### src/rtl/core/sopf_pkg.sv
// Package: shared types, action codes and constants for the string overlap unit.
`timescale 1ns / 1ps
package sopf_pkg;

    localparam int LEN_W       = 8;
    localparam int MAX_LEN_DEF = 128;

    typedef enum logic [1:0] {
        ACT_REF_START   = 2'd0,
        ACT_REF_APPEND  = 2'd1,
        ACT_CAND_START  = 2'd2,
        ACT_CAND_APPEND = 2'd3
    } action_t;

    typedef struct packed {
        action_t    action;
        logic [7:0] symbol;
        logic       last;
    } cmd_t;

    typedef struct packed {
        logic [LEN_W-1:0] overlap;
        logic [LEN_W-1:0] residual;
        logic             overflow;
    } result_t;

    typedef enum logic [2:0] {
        ST_IDLE,
        ST_FALL,
        ST_FALL_GET,
        ST_LOOKUP,
        ST_CMP
    } state_t;

endpackage

### src/rtl/core/string_overlap_by_prefix_function_unit.sv
// Suffix-prefix overlap unit: border table build and candidate matching.
//
// Usage: drive cmd and raise start; a command beat is taken on a clock edge
// with start high and busy low. Reference actions load one byte each and
// extend the border table; candidate actions stream one byte through the
// matcher. A candidate beat with last set gives one result on result,
// marked by done for exactly one cycle; the receiver cannot hold it off.
// Per beat: a reference start, an append to an empty reference, a
// truncated byte or a dropped candidate byte completes at the accepting
// edge (busy stays low). Any other beat holds busy while it walks
// LOOKUP/CMP pairs, one pair per compare (at least one), preceded by
// FALL and FALL_GET for the border fetch that every reference append
// and a full-match candidate byte begin with; each compare follows a
// read of the character and border memories, so the failure-link walk
// sets the busy time. The result strobe is registered: it comes in the
// cycle after the final compare (or after the accepting edge of a
// dropped byte), in which a new beat may already be taken.
// Reset clears lengths, match state and flags; the string memories are
// not cleared and need no clearing pass, as only written entries are read.
`timescale 1ns / 1ps
module string_overlap_by_prefix_function_unit #(
    parameter int MAX_LEN = sopf_pkg::MAX_LEN_DEF
) (
    input  logic              clk,
    input  logic              rst_n,
    input  logic              start,
    input  sopf_pkg::cmd_t    cmd,
    output logic              busy,
    output logic              done,
    output sopf_pkg::result_t result
);
    import sopf_pkg::*;

    localparam int AW = (MAX_LEN > 1) ? $clog2(MAX_LEN) : 1;
    localparam logic [LEN_W-1:0] MAX_L = LEN_W'(MAX_LEN);

    logic [LEN_W-1:0] ref_mem [MAX_LEN];
    logic [LEN_W-1:0] bor_mem [MAX_LEN];

    state_t state_reg, state_next;
    logic [LEN_W-1:0] ref_length_reg, ref_length_next;
    logic [LEN_W-1:0] match_reg, match_next;
    logic [LEN_W-1:0] cand_length_reg, cand_length_next;
    logic ovf_reg, ovf_next;
    logic cand_ovf_reg, cand_ovf_next;
    logic done_reg, done_next;
    result_t result_reg, result_next;

    logic [LEN_W-1:0] t_reg, t_next;
    logic [7:0] sym_reg, sym_next;
    logic last_reg, last_next;
    logic is_cand_reg, is_cand_next;

    logic [LEN_W-1:0] rd_char_reg;
    logic [LEN_W-1:0] rd_border_reg;

    logic ref_we;
    logic [AW-1:0] ref_wa;
    logic bor_we;
    logic [AW-1:0] bor_wa;
    logic [LEN_W-1:0] bor_wd;
    logic [LEN_W-1:0] t_less1;

    logic [LEN_W-1:0] n_len;
    logic [LEN_W-1:0] c_len;
    logic [LEN_W-1:0] m_len;
    logic [LEN_W-1:0] t_init;
    logic [LEN_W-1:0] t_fin;
    logic [LEN_W-1:0] emit_m;
    logic emit;
    logic [LEN_W-1:0] emit_ov;

    assign t_less1 = t_reg - 1'b1;

    // single write / single registered read per memory
    always_ff @(posedge clk)
    begin
        if (ref_we)
        begin
            ref_mem[ref_wa] <= sym_next;
        end
        if (bor_we)
        begin
            bor_mem[bor_wa] <= bor_wd;
        end
        rd_char_reg   <= ref_mem[t_reg[AW-1:0]];
        rd_border_reg <= bor_mem[t_less1[AW-1:0]];
    end

    always_ff @(posedge clk or negedge rst_n)
    begin
        if (!rst_n)
        begin
            state_reg       <= ST_IDLE;
            ref_length_reg  <= '0;
            match_reg       <= '0;
            cand_length_reg <= '0;
            ovf_reg         <= 1'b0;
            cand_ovf_reg    <= 1'b0;
            done_reg        <= 1'b0;
        end
        else
        begin
            state_reg       <= state_next;
            ref_length_reg  <= ref_length_next;
            match_reg       <= match_next;
            cand_length_reg <= cand_length_next;
            ovf_reg         <= ovf_next;
            cand_ovf_reg    <= cand_ovf_next;
            done_reg        <= done_next;
        end
    end

    always_ff @(posedge clk)
    begin
        t_reg       <= t_next;
        sym_reg     <= sym_next;
        last_reg    <= last_next;
        is_cand_reg <= is_cand_next;
        result_reg  <= result_next;
    end

    always_comb
    begin
        state_next       = state_reg;
        ref_length_next  = ref_length_reg;
        match_next       = match_reg;
        cand_length_next = cand_length_reg;
        ovf_next         = ovf_reg;
        cand_ovf_next    = cand_ovf_reg;
        done_next        = 1'b0;
        result_next      = result_reg;
        t_next           = t_reg;
        sym_next         = sym_reg;
        last_next        = last_reg;
        is_cand_next     = is_cand_reg;
        ref_we           = 1'b0;
        ref_wa           = ref_length_reg[AW-1:0];
        bor_we           = 1'b0;
        bor_wa           = ref_length_reg[AW-1:0];
        bor_wd           = '0;
        n_len            = ref_length_reg;
        c_len            = cand_length_reg;
        m_len            = match_reg;
        t_init           = '0;
        t_fin            = t_reg;
        emit             = 1'b0;
        emit_m           = match_reg;

        case (state_reg)
            ST_IDLE:
            begin
                if (start)
                begin
                    sym_next     = cmd.symbol;
                    last_next    = cmd.last;
                    is_cand_next = cmd.action[1];
                    case (cmd.action)
                        ACT_REF_START, ACT_REF_APPEND:
                        begin
                            if (cmd.action == ACT_REF_START)
                            begin
                                n_len      = '0;
                                ovf_next   = 1'b0;
                                match_next = '0;
                            end
                            ref_length_next = n_len;
                            if (n_len >= MAX_L)
                            begin
                                ovf_next = 1'b1;
                            end
                            else
                            begin
                                ref_we = 1'b1;
                                ref_wa = n_len[AW-1:0];
                                if (n_len == '0)
                                begin
                                    bor_we          = 1'b1;
                                    bor_wa          = '0;
                                    bor_wd          = '0;
                                    ref_length_next = LEN_W'(1);
                                end
                                else
                                begin
                                    // border of the previous prefix seeds the walk
                                    t_next     = n_len;
                                    state_next = ST_FALL;
                                end
                            end
                        end
                        ACT_CAND_START, ACT_CAND_APPEND:
                        begin
                            if (cmd.action == ACT_CAND_START)
                            begin
                                c_len         = '0;
                                m_len         = '0;
                                cand_ovf_next = 1'b0;
                                match_next    = '0;
                            end
                            cand_length_next = c_len;
                            if (c_len >= MAX_L)
                            begin
                                cand_ovf_next = 1'b1;
                                emit          = cmd.last;
                                emit_m        = m_len;
                            end
                            else
                            begin
                                cand_length_next = c_len + 1'b1;
                                t_init = (m_len > ref_length_reg) ? ref_length_reg : m_len;
                                t_next = t_init;
                                // full match: drop to the whole-reference border first
                                if (t_init != '0 && t_init == ref_length_reg)
                                begin
                                    state_next = ST_FALL;
                                end
                                else
                                begin
                                    state_next = ST_LOOKUP;
                                end
                            end
                        end
                        default:
                        begin
                            state_next = ST_IDLE;
                        end
                    endcase
                end
            end
            ST_FALL:
            begin
                state_next = ST_FALL_GET;
            end
            ST_FALL_GET:
            begin
                t_next     = rd_border_reg;
                state_next = ST_LOOKUP;
            end
            ST_LOOKUP:
            begin
                state_next = ST_CMP;
            end
            ST_CMP:
            begin
                if (t_reg != '0 && rd_char_reg != sym_reg)
                begin
                    t_next     = rd_border_reg;
                    state_next = ST_LOOKUP;
                end
                else
                begin
                    t_fin = t_reg;
                    if (t_reg < ref_length_reg && rd_char_reg == sym_reg)
                    begin
                        t_fin = t_reg + 1'b1;
                    end
                    if (!is_cand_reg)
                    begin
                        bor_we          = 1'b1;
                        bor_wa          = ref_length_reg[AW-1:0];
                        bor_wd          = t_fin;
                        ref_length_next = ref_length_reg + 1'b1;
                    end
                    else
                    begin
                        match_next = t_fin;
                        emit       = last_reg;
                        emit_m     = t_fin;
                    end
                    state_next = ST_IDLE;
                end
            end
            default:
            begin
                state_next = ST_IDLE;
            end
        endcase

        emit_ov = (emit_m > cand_length_next) ? cand_length_next : emit_m;
        if (emit)
        begin
            done_next            = 1'b1;
            result_next.overlap  = emit_ov;
            result_next.residual = cand_length_next - emit_ov;
            result_next.overflow = ovf_next | cand_ovf_next;
        end
    end

    assign busy   = (state_reg != ST_IDLE);
    assign done   = done_reg;
    assign result = result_reg;

    a_done_idle: assert property (@(posedge clk) disable iff (!rst_n)
        done |-> (state_reg == ST_IDLE))
        else $error("result strobe while sequencer active");

    a_match_bound: assert property (@(posedge clk) disable iff (!rst_n)
        match_reg <= ref_length_reg)
        else $error("match length past reference length");

    a_ref_bound: assert property (@(posedge clk) disable iff (!rst_n)
        ref_length_reg <= MAX_L && cand_length_reg <= MAX_L)
        else $error("string length past limit");

    a_cmp_bound: assert property (@(posedge clk) disable iff (!rst_n)
        (state_reg == ST_CMP) |-> (t_reg <= ref_length_reg))
        else $error("lookup index past reference");

    a_res_sum: assert property (@(posedge clk) disable iff (!rst_n)
        done |-> (result.overlap <= cand_length_reg))
        else $error("overlap exceeds candidate length");

endmodule
### config.mk
export PLATFORM = sky130hd
export DESIGN_NAME = string_overlap_by_prefix_function_unit
export DESIGN_NICKNAME = d
export VERILOG_FILES = /design/src/rtl/core/sopf_pkg.sv /design/src/rtl/core/string_overlap_by_prefix_function_unit.sv
export SDC_FILE = /design/constraint.sdc
export NUM_CORES = 2
export LEC_CHECK = 0
export ABC_AREA = 1
export BUFFER_PORTS_ARGS = -buffer_cell sky130_fd_sc_hd__buf_2
export CORE_ASPECT_RATIO = 1.75
export CORE_MARGIN = 2
export CORE_UTILIZATION = 63
export CTS_CLUSTER_DIAMETER = 30
export DETAILED_ROUTE_END_ITERATION = 6
export PLACE_DENSITY = 0.79
export RECOVER_POWER = 50
export SYNTH_ARGS = -nofsm -noshare
export SYNTH_HDL_FRONTEND = slang
export SYNTH_SLANG_ARGS = --single-unit
### constraint.sdc
create_clock -name clk -period 9.75 [get_ports clk]
set_clock_uncertainty 0.2 [all_clocks]
set_input_delay 0.975 -clock clk [delete_from_list [all_inputs] [get_ports clk]]
set_output_delay 0.975 -clock clk [all_outputs]
set_load 0.02 [all_outputs]
Yosys cells after proc, flatten, opt, wreduce, memory -nomap -nowiden
Memories as Yosys holds them, arrays and structs flattened. A register that Yosys moved wholly into a read port is not among the register bits. Index checks and enable logic that the tools add are counted.

Register bits: 65. Word-level logic and storage cells: 161. RAM bits: 2048. Output and inout bits: 19. Memories kept: 2.

Memories: bor_mem (words 128, width 8, rd ports 1, clocked after Yosys merged registers in 1, wr ports 1, RTL line string_overlap_by_prefix_function_unit.sv:38) `logic [LEN_W-1:0] bor_mem [MAX_LEN];`; ref_mem (words 128, width 8, rd ports 1, clocked after Yosys merged registers in 1, wr ports 1, RTL line string_overlap_by_prefix_function_unit.sv:37) `logic [LEN_W-1:0] ref_mem [MAX_LEN];`.

Muxes and demuxes: 97. Bitwise gates (word level): 1. Reduce and logical (&&, ||, !) cells: 18. $lt $le $gt $ge: 5. Eq/ne operators: 19. Add/sub/neg operators: 5.

Operator list (count): $mux W8 (42); $pmux W8 S2 (5); $mux W7 (9); $mux W1 (30); $add A8 B1 Y8 const B (3); $pmux W8 S3 (1); $eq A8 B8 Y1 (2); $ge A8 B8 Y1 const B (2); $gt A8 B8 Y1 (2); $reduce_bool A8 Y1 (2); $pmux W3 S5 (1); $mux W3 (4); $ne A3 B3 Y1 const B (4); $logic_not A8 Y1 (1); $lt A8 B8 Y1 (1); $ne A2 B2 Y1 const B (4); $ne A8 B8 Y1 (1); $sub A8 B8 Y8 (1); $sub A7 B1 Y7 const B (1); $eq A3 B2 Y1 const B (2); $pmux W3 S2 (1); $reduce_and A6 Y1 (1); $reduce_bool A3 Y1 (2); $reduce_and A5 Y1 (1); 16 further kinds (22).

Logic depth before layout (Yosys ltp)
Word-level depth: 14. Mapped depth: 36. Depth with buffers taken out: 35.

Least setup slack after synthesis
OpenSTA, ideal clock, no wires.

Path kind: input to register. Start: input start. End: memory ref_mem[0][0], data pin. Path buffers: 2. Path slack: 1.716 ns. Data arrival time: 6.629 ns. Stages on the path: 5. Path through: inv_1 -> nor2_4 -> clkbuf_1 -> clkbuf_1 -> o21ai_0.

Cells in the longest elaborated chain, start to end: 2.

RTL lines: from (decl) (RTL line string_overlap_by_prefix_function_unit.sv:26) `input logic start,`; $mux W8 (RTL line string_overlap_by_prefix_function_unit.sv:153) `if (start)`; $mux W8 (RTL line string_overlap_by_prefix_function_unit.sv:150) `case (state_reg)`; via sym_next[0] (RTL line string_overlap_by_prefix_function_unit.sv:50) `logic [7:0] sym_reg, sym_next;`; to (decl) (RTL line string_overlap_by_prefix_function_unit.sv:37).

The timed path passes the listed nets, and every way through them passes these cells.

Worst setup path in the final report
Start: register state_reg[1]. End: memory bor_mem[7][6], enable pin.

Cells in the longest elaborated chain, start to end: 4.

RTL lines: from (decl) (RTL line string_overlap_by_prefix_function_unit.sv:40) `state_t state_reg, state_next;`; from (signal assigned) (RTL line string_overlap_by_prefix_function_unit.sv:104) `state_reg <= state_next;`; $eq A3 B3 Y1 / $logic_not A3 Y1 (equally long branches) (RTL line string_overlap_by_prefix_function_unit.sv:150); $pmux W1 S2 (RTL line string_overlap_by_prefix_function_unit.sv:150); $mux W1 (RTL line string_overlap_by_prefix_function_unit.sv:82) `if (bor_we)`; $mux W1 (not written as such) (RTL line string_overlap_by_prefix_function_unit.sv:84) `bor_mem[bor_wa] <= bor_wd;`; to (decl) (RTL line string_overlap_by_prefix_function_unit.sv:38).

Parallel ways exist; a longest one is shown, timed or not.

==> metrics <==
outcome finished, violations left; failing checks design-rule violations, max-capacitance violations, max-slew violations; Rel. slew slack -213.2%; Critical Path RT 10.01 ns; sequential fraction of the synthesis area 73.93%; Area contributors post-synth edfxtp_1, o21ai_0, nor2_1, o22ai_1, clkbuf_1; VDD IR max 0.0003500 V; # setup viols final 0; Vias/cell 6.606; crit path DAT 8.17 ns; Worst path max stage delay 1.61 ns; post-synthesis simple-gate area fraction 9.450%; Ys Warns 0; CTS tree built; pwr/cell area 342.4 nW/um^2; top_reg_cell synth edfxtp_1; clk root buf clkbuf_16; most numerous cell in the Yosys netlist edfxtp_1; CTS clock-pin slew for the worst setup and hold paths 0.06 ns; clock network power share 25.9%; Synth Area in Adders 0.5182%; Crit Path Max Fanout 23; commonest cells in the netlist edfxtp_1, nor2_1, o21ai_0; port bufs 32; Sw Share 41.23%; TritonCTS Buffers 213; HPWL after detailed placement 134000 um; largest net degree at the start of global routing 226; synth-to-layout area growth 10.03%; Core Footprint 135700 um^2; GRT Total Usage 32.38%; Die Ht 492.6 um; pre-CTS setup slack 2.853 ns; Post-Synthesis Cells 6793; layout cells sized above 1 7.022%; fin. max-slew vios 1155; Hold Vio Cnt, Final 0; Fin Setup TNS 0 ns; Longest Clk Path Bufs 3; Synth Area in XOR/XNOR 0.2344%; WL per Instance 26.43 um; Worst Setup End Kind register; hold buffer count at CTS 0; H-tree levels 4; mux cell area share after synthesis 0.01165%; compound-gate portion of the synthesized area 13.11%; Yosys top cell by area edfxtp_1; crit-path cells nor2_1, nand2_1, nor2_1, inv_1, nor2_1, nor2_2, nor2_1, nand3_2, o21ai_4, nand2_2, nor2_1; Vias 57020; initial antenna violation count 2; post-cts sizing count 0; Switch Pwr 13.35 mW; Post-DP Area 87480 um^2; cell mode on critical path nor2_1; fin area 94570 um^2; period utilisation layout 81.13%; Die W 283.2 um; asr flop ratio synth 1.409%; clock period minus worst slack 7.911 ns; RePlAce Congestion 0.9477; DR iter-0 viols 7556; I/O pin count 33; Cell variety after synth 52; syn_nets 6842; total power 32.38 mW; Syn Area/Cell 12.65 um^2; Pint 19.03 mW; wire length on met2 114900 um; largest family of logic cells by synthesized area compound AO/OA/AOI/OAI gates; Layout Utilization 69.68%; total wire length 228100 um; synthesis-stage register bit count 2129; Worst Setup Start Kind register; Max-Cap Viols 26; Slowest-stage cell, CP nor2_1; Nets 6690; global route overflow 0; Starting Density 63.33%; top-area cell type share of the netlist area 72.49%; clk sink count 2129; FP Rows 179; setup bufs post-CTS 0; combinational power share 39.6%; sequential power share 34.5%; die area 139500 um^2; WL met1 73410 um; met3 routed WL 21040 um; Clk Latency, worst-skew pair 0.84 ns; HP Class register to register; Leak 32.38 nW; number of flops mapped to enable cells by yosys 2075; global-route wire length before repair 338800 um; Syn Std Cell Area 85950 um^2; Top Layer Used met5; RSZ-0062 raised after global routing false; Initial DRT Pass Iterations 7; fmax 126.4 MHz; Worst-Margin Slew 4.649 ns; vias in the first global route 56080; setup ws final 1.839 ns; Crit Path Class register to register; DRC Markers 6; Final ANT Viol Nets 0
==> power by group through the flow <==
stage / combinational (mW) / clock (mW) / sequential (mW)
floorplan: 7.94 / 0 / 11.5
global placement: 12.1 / 0 / 11.3
detailed placement: 12.4 / 0 / 11.3
CTS: 12.5 / 8.39 / 11.1
global route: 13.7 / 8.74 / 11.2
finish: 12.8 / 8.37 / 11.2
==> routing by layer <==
metal | track usage [%] | vias up
met2 | 55.19 | 3693
met5 | 0 | -
met3 | 4.972 | 902
met4 | 23.25 | 2
li1 | - | 24920
met1 | 37.58 | 27500
==> layout by cell type (no fill, tap or decap), types with 7 or more instances in the layout <==
| cell | n |
|---|---|
| o21ai_1 | 7 |
| bufinv_16 | 18 |
| buf_4 | 64 |
| clkinv_1 | 24 |
| buf_2 | 10 |
| nand2_1 | 421 |
| inv_8 | 13 |
| a31oi_1 | 21 |
| edfxtp_1 | 2075 |
| clkbuf_16 | 218 |
| nand4_1 | 36 |
| nor2_1 | 1413 |
| clkbuf_8 | 9 |
| a21oi_1 | 56 |
| clkinv_4 | 17 |
| o21ai_0 | 1194 |
| nor3_1 | 9 |
| inv_1 | 115 |
| clkinv_8 | 16 |
| o211ai_1 | 100 |
| dfxtp_1 | 24 |
| clkinvlp_4 | 21 |
| o21a_1 | 8 |
| inv_6 | 23 |
| dfrtp_1 | 30 |
| xor2_1 | 15 |
| o22ai_1 | 360 |
| o2111ai_1 | 26 |
| ha_1 | 33 |
| clkbuf_1 | 56 |
| nand3_1 | 137 |
| o221ai_1 | 155 |
| clkinv_2 | 21 |
==> layout make-up <==
| class | instances | area, um^2 |
|---|---|---|
| flip-flops and latches | 2129 | 63540 |
| clock buffers | 246 | 5650 |
| inverters | 128 | 499.2 |
| fillers | 8845 | 41150 |
| diodes | 1 | 2.502 |
| clock inverters | 149 | 1700 |
| well taps | 1810 | 2265 |
| multi-input cells | 4049 | 20110 |
| repair buffers | 120 | 804.5 |
==> worst max-delay path, delay by kind of cell (launching register included) <==
kind                   cells  cell delay (ns)
buffers and inverters      1             0.36
DFF                        1             0.40
and+or+nand+nor            9             5.80
AOI/OAI and AO/OA          1             0.78
==> final timing paths <==
| check | start | endpoint | slack (ns) | cells past startpoint |
|---|---|---|---|---|
| max | state_reg[1] | bor_mem[7][6] | 1.84 | 11 |
| min | state_reg[2] | state_reg[2] | 0.29 | 1 |
| max reg2reg | state_reg[1] | bor_mem[7][6] | 1.84 | 11 |
| min reg2reg | state_reg[2] | state_reg[2] | 0.29 | 1 |
| max in group asynchronous | rst_n | ref_length_reg[6] | 7.67 | 1 |
| min in group asynchronous | rst_n | done | 0.51 | 1 |
==> kinds of logic (layout without fill, tap and decap cells) <==
logic type	Yosys count	after routing
buffers and inverters	615	643
AND/OR/NAND/NOR	2039	2039
adder cells (fa/ha/maj)	35	35
multiplexers	1	1
other	0	1
flip-flops	2129	2129
XOR/XNOR	23	23
AO/OA/AOI/OAI	1951	1951
==> per-stage QoR <==
step | std cells | hold WS, ns
after global routing | 8632 | 0.2734
after floorplan | 6793 | 0.2494
after global placement | 8236 | 0.2791
final | 8632 | 0.2854
after detailed placement | 8236 | 0.2970
after CTS | 8631 | 0.03280
Power figures use the tool's default switching activity.
